$ cat config.mk
export PLATFORM = sky130hd
export DESIGN_NAME = threshold_graph_bfs_components_core
export DESIGN_NICKNAME = d
export VERILOG_FILES = /design/src/rtl/tgbfs_pkg.sv /design/src/rtl/threshold_graph_bfs_components_core.sv /design/src/rtl/tgbfs_cell.sv /design/src/rtl/tgbfs_queue.sv
export SDC_FILE = /design/constraint.sdc
export NUM_CORES = 2
export LEC_CHECK = 0
export ABC_AREA = 1
export BUFFER_PORTS_ARGS = -buffer_cell sky130_fd_sc_hd__buf_2
export CAP_MARGIN = 20
export CORE_UTILIZATION = 50
export DETAILED_ROUTE_END_ITERATION = 6
export PLACE_DENSITY = 0.65
export SYNTH_ARGS = -nofsm -noshare
export SYNTH_HDL_FRONTEND = slang
export SYNTH_SLANG_ARGS = --single-unit
export TNS_END_PERCENT = 1
$ cat constraint.sdc
create_clock -name i_clk -period 15.3 [get_ports i_clk]
set_clock_uncertainty 0.2 [all_clocks]
set_input_delay 2.295 -clock i_clk [delete_from_list [all_inputs] [get_ports i_clk]]
set_output_delay 2.295 -clock i_clk [all_outputs]
set_load 0.05 [all_outputs]
$ cat src/rtl/tgbfs_pkg.sv
// shared constants, types and register codes for the threshold graph bfs block
// no dependencies; used by every module under rtl

package tgbfs_pkg;

    localparam int MAX_NODES_DEF = 64;
    localparam int VAL_W         = 16;
    localparam int NODE_W        = 6;
    localparam int CNT_W         = 7;
    localparam int THR_W         = 16;
    localparam int CFG_IDX_W     = 1;
    localparam int CFG_DATA_W    = 16;
    localparam int S_TDATA_W     = 24;
    localparam int M_TDATA_W     = 24;

    typedef enum logic [CFG_IDX_W-1:0] {
        CFG_NODE_COUNT = 1'b0,
        CFG_THRESHOLD  = 1'b1
    } t_cfg_idx;

    typedef enum logic {
        ACT_LOAD = 1'b0,
        ACT_RUN  = 1'b1
    } t_action;

    // control broadcast to every cell of the ring
    typedef struct packed {
        logic shift;
        logic clr_vis;
    } t_cell_ctrl;

    typedef struct packed {
        logic [NODE_W-1:0] node;
        logic [NODE_W-1:0] parent;
        logic [NODE_W-1:0] comp;
        logic              is_root;
        logic              last;
    } t_result;

endpackage

$ cat src/rtl/threshold_graph_bfs_components_core.sv
// channel   direction  accepted when              payload
// s stream  in         i_s_tvalid & o_s_tready    tuser action, tdata index/value
// m stream  out        o_m_tvalid & i_m_tready    tdata node/parent/comp, tuser root
// cfg write in         i_cfg_we                   i_cfg_addr, i_cfg_data
//
// in a run each dequeued node rotates the value ring once, one pair per cycle unless
// the output stalls. reset is synchronous and clears control state and the visited
// marks; node values are not cleared. a stalled output holds the ring where a
// neighbour waits to be sent.
// depends on tgbfs_pkg, tgbfs_cell, tgbfs_queue

module threshold_graph_bfs_components_core #(
    parameter int MAX_NODES = tgbfs_pkg::MAX_NODES_DEF
) (
    input  logic                                 i_clk,
    input  logic                                 i_rst_n,
    input  logic                                 i_cfg_we,
    input  logic [tgbfs_pkg::CFG_IDX_W-1:0]      i_cfg_addr,
    input  logic [tgbfs_pkg::CFG_DATA_W-1:0]     i_cfg_data,
    input  logic                                 i_s_tvalid,
    output logic                                 o_s_tready,
    // [5:0] node_index, [21:6] node_value, [23:22] zero
    input  logic [tgbfs_pkg::S_TDATA_W-1:0]      i_s_tdata,
    // [0] action
    input  logic                                 i_s_tuser,
    output logic                                 o_m_tvalid,
    input  logic                                 i_m_tready,
    // [5:0] node, [11:6] parent, [17:12] component, [23:18] zero
    output logic [tgbfs_pkg::M_TDATA_W-1:0]      o_m_tdata,
    // [0] is_root
    output logic                                 o_m_tuser,
    output logic                                 o_m_tlast
);

    localparam int IW = $clog2(MAX_NODES);
    localparam int CW = $clog2(MAX_NODES + 1);
    localparam int VW = tgbfs_pkg::VAL_W;
    localparam int NW = tgbfs_pkg::NODE_W;
    localparam int QW = IW + VW;

    typedef enum logic [4:0] {
        S_IDLE  = 5'b00001,
        S_ROOT  = 5'b00010,
        S_FETCH = 5'b00100,
        S_SCAN  = 5'b01000,
        S_FLUSH = 5'b10000
    } t_state;

    t_state                          r_state, n_state;
    logic [tgbfs_pkg::CNT_W-1:0]     r_node_count;
    logic [tgbfs_pkg::THR_W-1:0]     r_thr;
    logic [CW-1:0]                   r_n, n_n;
    logic [IW-1:0]                   r_root, n_root;
    logic [VW-1:0]                   r_root_val, n_root_val;
    logic [IW-1:0]                   r_comp, n_comp;
    logic [IW-1:0]                   r_pos, n_pos;
    logic [CW-1:0]                   r_head, n_head;
    logic [CW-1:0]                   r_tail, n_tail;
    logic                            r_nf, n_nf;
    logic [IW-1:0]                   r_next, n_next;
    logic [VW-1:0]                   r_next_val, n_next_val;
    logic                            r_pend_v, n_pend_v;
    tgbfs_pkg::t_result              r_pend, n_pend;
    logic                            r_out_v, n_out_v;
    tgbfs_pkg::t_result              r_out, n_out;

    logic [VW-1:0]                   w_val [MAX_NODES];
    logic                            w_vis [MAX_NODES];
    tgbfs_pkg::t_cell_ctrl           cell_ctrl;
    logic                            load_go;
    logic                            mark_go;

    logic                            s_acc;
    logic                            out_free;
    logic                            can_push;
    logic                            push;
    tgbfs_pkg::t_result              push_res;
    logic [5:0]                      in_idx;
    logic [VW-1:0]                   in_val;
    logic [tgbfs_pkg::CNT_W-1:0]     run_n;

    logic [QW-1:0]                   q_rd_data;
    logic [IW-1:0]                   x_node;
    logic [VW-1:0]                   x_val;
    logic                            q_wr_en;
    logic [IW-1:0]                   q_wr_addr;
    logic [QW-1:0]                   q_wr_data;
    logic                            q_rd_en;

    logic [VW:0]                     diff;
    logic [VW:0]                     mag;
    logic                            joined;
    logic                            eligible;
    logic                            hit;
    logic                            cand;
    logic                            last_pos;
    logic [CW-1:0]                   tail_after;

    assign in_idx   = i_s_tdata[5:0];
    assign in_val   = i_s_tdata[21:6];
    assign s_acc    = i_s_tvalid && o_s_tready;
    assign out_free = !r_out_v || i_m_tready;
    assign can_push = !r_pend_v || out_free;
    assign run_n    = (r_node_count > tgbfs_pkg::CNT_W'(MAX_NODES))
                    ? tgbfs_pkg::CNT_W'(MAX_NODES) : r_node_count;

    assign x_node = q_rd_data[QW-1:VW];
    assign x_val  = q_rd_data[VW-1:0];

    // pair test against the value at the head of the ring
    assign diff     = {x_val[VW-1], x_val} - {w_val[0][VW-1], w_val[0]};
    assign mag      = diff[VW] ? (~diff + (VW+1)'(1)) : diff;
    assign joined   = mag[VW-1:0] >= r_thr;
    assign eligible = (r_state == S_SCAN) && (CW'(r_pos) < r_n) && !w_vis[0];
    assign hit      = eligible && joined;
    assign cand     = eligible && !joined;
    assign last_pos = r_pos == IW'(MAX_NODES - 1);

    assign cell_ctrl.shift   = (r_state == S_SCAN) && !(hit && !can_push);
    assign cell_ctrl.clr_vis = s_acc && (i_s_tuser == tgbfs_pkg::ACT_RUN);
    assign load_go = s_acc && (i_s_tuser == tgbfs_pkg::ACT_LOAD)
                   && ({1'b0, in_idx} < tgbfs_pkg::CNT_W'(MAX_NODES));
    assign mark_go = (r_state == S_ROOT) && can_push;

    assign tail_after = r_tail + CW'(hit);

    // ring: cell i takes from cell i+1, the tail cell from the head with the new mark
    for (genvar gi = 0; gi < MAX_NODES; gi++) begin : g_ring
        logic [VW-1:0] nb_val;
        logic          nb_vis;
        if (gi == MAX_NODES - 1) begin : g_wrap
            assign nb_val = w_val[0];
            assign nb_vis = w_vis[0] | hit;
        end else begin : g_mid
            assign nb_val = w_val[gi+1];
            assign nb_vis = w_vis[gi+1];
        end
        tgbfs_cell u_cell (
            .i_clk      (i_clk),
            .i_rst_n    (i_rst_n),
            .i_ctrl     (cell_ctrl),
            .i_load_en  (load_go && (in_idx == 6'(gi))),
            .i_load_val (in_val),
            .i_mark_en  (mark_go && (r_root == IW'(gi))),
            .i_val      (nb_val),
            .i_vis      (nb_vis),
            .o_val      (w_val[gi]),
            .o_vis      (w_vis[gi])
        );
    end

    assign q_wr_en   = mark_go || (cell_ctrl.shift && hit);
    assign q_wr_addr = (r_state == S_ROOT) ? '0 : r_tail[IW-1:0];
    assign q_wr_data = (r_state == S_ROOT) ? {r_root, r_root_val} : {r_pos, w_val[0]};
    assign q_rd_en   = r_state == S_FETCH;

    tgbfs_queue #(
        .DEPTH  (MAX_NODES),
        .DATA_W (QW)
    ) u_queue (
        .i_clk     (i_clk),
        .i_wr_en   (q_wr_en),
        .i_wr_addr (q_wr_addr),
        .i_wr_data (q_wr_data),
        .i_rd_en   (q_rd_en),
        .i_rd_addr (r_head[IW-1:0]),
        .o_rd_data (q_rd_data)
    );

    always_comb begin
        n_state    = r_state;
        n_n        = r_n;
        n_root     = r_root;
        n_root_val = r_root_val;
        n_comp     = r_comp;
        n_pos      = r_pos;
        n_head     = r_head;
        n_tail     = r_tail;
        n_nf       = r_nf;
        n_next     = r_next;
        n_next_val = r_next_val;
        push       = 1'b0;
        push_res   = '0;

        unique case (r_state)
            S_IDLE: begin
                if (s_acc && (i_s_tuser == tgbfs_pkg::ACT_RUN)) begin
                    n_n        = CW'(run_n);
                    n_root     = '0;
                    n_root_val = w_val[0];
                    n_comp     = '0;
                    n_pos      = '0;
                    if (run_n != '0) begin
                        n_state = S_ROOT;
                    end
                end
            end
            S_ROOT: begin
                if (can_push) begin
                    push             = 1'b1;
                    push_res.node    = NW'(r_root);
                    push_res.parent  = NW'(r_root);
                    push_res.comp    = NW'(r_comp);
                    push_res.is_root = 1'b1;
                    n_head           = '0;
                    n_tail           = CW'(1);
                    n_state          = S_FETCH;
                end
            end
            S_FETCH: begin
                n_head  = r_head + CW'(1);
                n_nf    = 1'b0;
                n_pos   = '0;
                n_state = S_SCAN;
            end
            S_SCAN: begin
                if (cell_ctrl.shift) begin
                    if (hit) begin
                        push            = 1'b1;
                        push_res.node   = NW'(r_pos);
                        push_res.parent = NW'(x_node);
                        push_res.comp   = NW'(r_comp);
                        n_tail          = tail_after;
                    end
                    // lowest node left unvisited by this pass
                    if (cand && !r_nf) begin
                        n_nf       = 1'b1;
                        n_next     = r_pos;
                        n_next_val = w_val[0];
                    end
                    n_pos = last_pos ? '0 : r_pos + IW'(1);
                    if (last_pos) begin
                        if (r_head != tail_after) begin
                            n_state = S_FETCH;
                        end else begin
                            n_comp = r_comp + IW'(1);
                            if (r_nf || cand) begin
                                n_root     = r_nf ? r_next : r_pos;
                                n_root_val = r_nf ? r_next_val : w_val[0];
                                n_state    = S_ROOT;
                            end else begin
                                n_state = S_FLUSH;
                            end
                        end
                    end
                end
            end
            S_FLUSH: begin
                if (out_free) begin
                    n_state = S_IDLE;
                end
            end
            default: begin
                n_state = S_IDLE;
            end
        endcase
    end

    // pending stage holds the newest result until it is known whether it ends the run
    always_comb begin
        n_pend_v = r_pend_v;
        n_pend   = r_pend;
        n_out_v  = r_out_v && !i_m_tready;
        n_out    = r_out;
        if (push) begin
            if (r_pend_v) begin
                n_out_v = 1'b1;
                n_out   = r_pend;
            end
            n_pend_v = 1'b1;
            n_pend   = push_res;
        end else if ((r_state == S_FLUSH) && out_free) begin
            n_out_v    = 1'b1;
            n_out      = r_pend;
            n_out.last = 1'b1;
            n_pend_v   = 1'b0;
        end
    end

    always_ff @(posedge i_clk) begin
        if (!i_rst_n) begin
            r_state      <= S_IDLE;
            r_node_count <= tgbfs_pkg::CNT_W'(64);
            r_thr        <= '0;
            r_n          <= '0;
            r_root       <= '0;
            r_comp       <= '0;
            r_pos        <= '0;
            r_head       <= '0;
            r_tail       <= '0;
            r_nf         <= 1'b0;
            r_pend_v     <= 1'b0;
            r_out_v      <= 1'b0;
        end else begin
            r_state  <= n_state;
            r_n      <= n_n;
            r_root   <= n_root;
            r_comp   <= n_comp;
            r_pos    <= n_pos;
            r_head   <= n_head;
            r_tail   <= n_tail;
            r_nf     <= n_nf;
            r_pend_v <= n_pend_v;
            r_out_v  <= n_out_v;
            if (i_cfg_we) begin
                if (i_cfg_addr == tgbfs_pkg::CFG_NODE_COUNT) begin
                    r_node_count <= i_cfg_data[tgbfs_pkg::CNT_W-1:0];
                end else begin
                    r_thr <= i_cfg_data[tgbfs_pkg::THR_W-1:0];
                end
            end
        end
    end

    always_ff @(posedge i_clk) begin
        r_root_val <= n_root_val;
        r_next     <= n_next;
        r_next_val <= n_next_val;
        r_pend     <= n_pend;
        r_out      <= n_out;
    end

    assign o_s_tready = r_state == S_IDLE;
    assign o_m_tvalid = r_out_v;
    assign o_m_tdata  = {6'b0, r_out.comp, r_out.parent, r_out.node};
    assign o_m_tuser  = r_out.is_root;
    assign o_m_tlast  = r_out.last;

endmodule

$ cat src/rtl/tgbfs_cell.sv
// one ring cell: a node value and its visited mark, handed to the next cell on shift
// depends on tgbfs_pkg

module tgbfs_cell (
    input  logic                         i_clk,
    input  logic                         i_rst_n,
    input  tgbfs_pkg::t_cell_ctrl        i_ctrl,
    input  logic                         i_load_en,
    input  logic [tgbfs_pkg::VAL_W-1:0]  i_load_val,
    input  logic                         i_mark_en,
    input  logic [tgbfs_pkg::VAL_W-1:0]  i_val,
    input  logic                         i_vis,
    output logic [tgbfs_pkg::VAL_W-1:0]  o_val,
    output logic                         o_vis
);

    logic [tgbfs_pkg::VAL_W-1:0] r_val;
    logic                        r_vis;

    always_ff @(posedge i_clk) begin
        if (i_ctrl.shift) begin
            r_val <= i_val;
        end else if (i_load_en) begin
            r_val <= i_load_val;
        end
    end

    always_ff @(posedge i_clk) begin
        if (!i_rst_n) begin
            r_vis <= 1'b0;
        end else if (i_ctrl.clr_vis) begin
            r_vis <= 1'b0;
        end else if (i_ctrl.shift) begin
            r_vis <= i_vis;
        end else if (i_mark_en) begin
            r_vis <= 1'b1;
        end
    end

    assign o_val = r_val;
    assign o_vis = r_vis;

endmodule

$ cat src/rtl/tgbfs_queue.sv
// bfs queue memory: one write port, one registered read port
// depends on tgbfs_pkg for nothing but house widths passed in as parameters

module tgbfs_queue #(
    parameter int DEPTH  = tgbfs_pkg::MAX_NODES_DEF,
    parameter int DATA_W = tgbfs_pkg::NODE_W + tgbfs_pkg::VAL_W
) (
    input  logic                     i_clk,
    input  logic                     i_wr_en,
    input  logic [$clog2(DEPTH)-1:0] i_wr_addr,
    input  logic [DATA_W-1:0]        i_wr_data,
    input  logic                     i_rd_en,
    input  logic [$clog2(DEPTH)-1:0] i_rd_addr,
    output logic [DATA_W-1:0]        o_rd_data
);

    logic [DATA_W-1:0] r_mem [DEPTH];
    logic [DATA_W-1:0] r_rd_data;

    always_ff @(posedge i_clk) begin
        if (i_wr_en) begin
            r_mem[i_wr_addr] <= i_wr_data;
        end
    end

    always_ff @(posedge i_clk) begin
        if (i_rd_en) begin
            r_rd_data <= r_mem[i_rd_addr];
        end
    end

    assign o_rd_data = r_rd_data;

endmodule
==> impl_metrics.tcl <==
set metrics [dict create \
    cts.repair.resized 0 \
    antenna_found_initial 11 \
    cpPeakStageDelay_ns 0.97 \
    hpwl_mm 147 \
    synth_common_cells "edfxtp_1, nand2_1, nor2_1" \
    hold_violations 0 \
    fmax_mhz 136 \
    cp_common_cell "nand2_1" \
    synth-edff-count 2531 \
    synth.top_cell.area_share 0.718 \
    grt_usage 0.244 \
    critical_path_class "flip-flop to flip-flop" \
    routed_via_density 5.78 \
    drv_slew 0 \
    hp-class "flip-flop to flip-flop" \
    fin_crit_ns 7.34 \
    die_area_mm2 0.214 \
    numCtsBuffers 285 \
    rows 168 \
    routed-via-count 67800 \
    tns_ns 0 \
    peakVddDrop_mv 0.137 \
    ctsHoldBuffers 0 \
    clock_sinks 2665 \
    drt_iter0_markers 7542 \
    dr.pass1.iters 6 \
    first_global_vias 65200 \
    post-route-cell-area_mm2 0.118 \
    areaGrowthSynthToFinish_pct 11.6 \
    critical_path.top_delay_family "simple AND/OR/NAND/NOR gates" \
    synth_cells 8755 \
    ys.flop_type "edfxtp_1" \
    rsz0062_at_grt "false" \
    power_density_mw_per_mm2 128 \
    cap_violations 0 \
    die_h_um 462 \
    p_leak_nw 40.4 \
    clockBufferDepth 4 \
    coreArea_mm2 0.210 \
    wl_per_cell_um 22.4 \
    grt_max_degree 238 \
    synth_area_mm2 0.106 \
    ys_types 45 \
    wirelength_mm 263 \
    worstMarginPinSlew_ns 1.23 \
    yosysWarnings 0 \
    status "finished, final reports clean" \
    synth_top_area_cell "edfxtp_1" \
    yosysSeqAreaShare 0.743 \
    io_buffers 66 \
    cts_tree "built" \
    synth_most_common_cell "edfxtp_1" \
    start_util 0.504 \
    overflow 0 \
    end_kind "flip-flop" \
    required_ns 15.67 \
    setup_violations 0 \
    die_x_um 462 \
    drc 0 \
    clk_pin_slew_worst_paths_ns 0.06 \
    gp_congestion 0.849 \
    critPathBufInv 4 \
    clk_latency_ns 0.93 \
    drive_gt1_frac 0.0885 \
    synth_seq_cells 2665 \
    synth.area.top_cells "edfxtp_1, nand2_1, o21ai_0" \
    synth_area_per_cell_um2 12.1 \
    postRouteAntennaNets 0 \
    grt_pass1_wl_mm 397 \
    maxSlewHeadroom 0.180 \
    cts-root-buf "clkbuf_16" \
    arrival_ns 7.71 \
    critPathLaunchType "flip-flop" \
    async_reset_ff_frac 0 \
    cts_setup_buffers 0 \
    ioPinCount 75 \
    ctsHtreeMaxLevel 5 \
    crit_fanout 29 \
    min_period_over_period 0.480 \
    dpl-instance-area_mm2 0.110 \
    nets 8834 \
    fin_util 0.563 \
    crit_slowest_cell "nand3_1" \
]
[path summary, 6_finish.rpt]
check | from | to | slack (ns) | depth (start not counted)
min reg2reg | r_pend[2] | o_m_tdata[12] | 0.22 | 0
max | g_ring[0].u_cell.o_val[0] | u_queue.r_mem[34][4] | 7.96 | 28
min | r_pend[2] | o_m_tdata[12] | 0.22 | 0
max reg2reg | g_ring[0].u_cell.o_val[0] | u_queue.r_mem[34][4] | 7.96 | 28
[worst reg2reg max path: cells and delay by family, from the launching register on]
kind / cells / cell delay [ns]
fa+ha+maj: 3 / 0.92
buf+inv: 4 / 1.38
flops: 1 / 0.45
simple gates: 21 / 4.05
[registers in the layout (all words and copies together) (netlist names)]
name	flops
g_ring.u_cell.o_val	1024
g_ring.u_cell.o_vis	64
o_m_tdata	18
o_m_tlast	1
o_m_tuser	1
o_m_tvalid	1
r_comp	6
r_head	7
r_n	7
r_next	6
r_next_val	16
r_nf	1
r_node_count	7
r_pend	19
r_pend_v	1
r_pos	6
r_root	6
r_root_val	16
r_state	5
r_tail	7
r_thr	16
u_queue.o_rd_data	22
u_queue.r_mem	1408
[where the power goes]
group	total [mW]	switching (mW)	internal [mW]
combinational	0.588	0.467	0.120
sequential	8.13	0.0334	8.09
clock	6.44	2.70	3.74
[cells by family after synthesis]
| kind of cell | Yosys count | share of synthesized area |
|---|---|---|
| and+or+nand+nor | 3727 | 0.138 |
| DFF | 2665 | 0.743 |
| other | 1 | 0.0000354 |
| AOI/OAI and AO/OA | 1555 | 0.0837 |
| xor gates and xnor gates | 22 | 0.00182 |
| buffers and inverters | 741 | 0.0285 |
| adders and majority gates | 44 | 0.00527 |
[area by class of cell]
| type | count | area (µm²) |
|---|---|---|
| diodes | 4 | 10.0 |
| flip-flops and latches | 2665 | 78700 |
| well taps | 2805 | 3510 |
| repair buffers | 268 | 1970 |
| fillers | 17000 | 91800 |
| clock buffers | 354 | 7580 |
| clock inverters | 115 | 916 |
| inverters | 169 | 659 |
| multi-input cells | 5354 | 24900 |
[metal layers]
| metal | part of all wire | vias up | global-route usage |
|---|---|---|---|
| li1 | - | 31000 | - |
| met1 | 0.42 | 33600 | 0.336 |
| met2 | 0.46 | 2625 | 0.384 |
| met3 | 0.080 | 571 | 0.0440 |
| met4 | 0.040 | 14 | 0.100 |
| met5 | 0.00028 | - | 0 |
[per-stage QoR]
step                worst slack, ns  power [mW]  hold WS (ns)  instances
floorplan                      9.39        8.63         0.200       8760
global placement               8.13        8.84         0.203      11300
detailed placement             8.03        8.86         0.209      11300
CTS                            7.98        15.2         0.223      11700
global route                   7.46        15.6         0.228      11700
finish                         7.96        15.2         0.220      11700
[layout by cell type (no fill, tap or decap), drive strengths merged, types with 4 or more instances in the layout]
master  count
o21a        5
nor3       18
dfxtp     134
nand2    2499
buf       268
inv       167
a31oi       4
clkinv    101
o31ai      18
a21oi     181
xor2       20
edfxtp   2531
nand4      68
o21ai     892
o211ai     44
a22oi       6
diode       4
a21o        4
o22ai     227
ha         43
nand3     197
a211oi     37
clkbuf    354
conb        6
nor2      936
bufinv     15
o221ai    133
No activity file was read; power rests on OpenSTA's default activity.
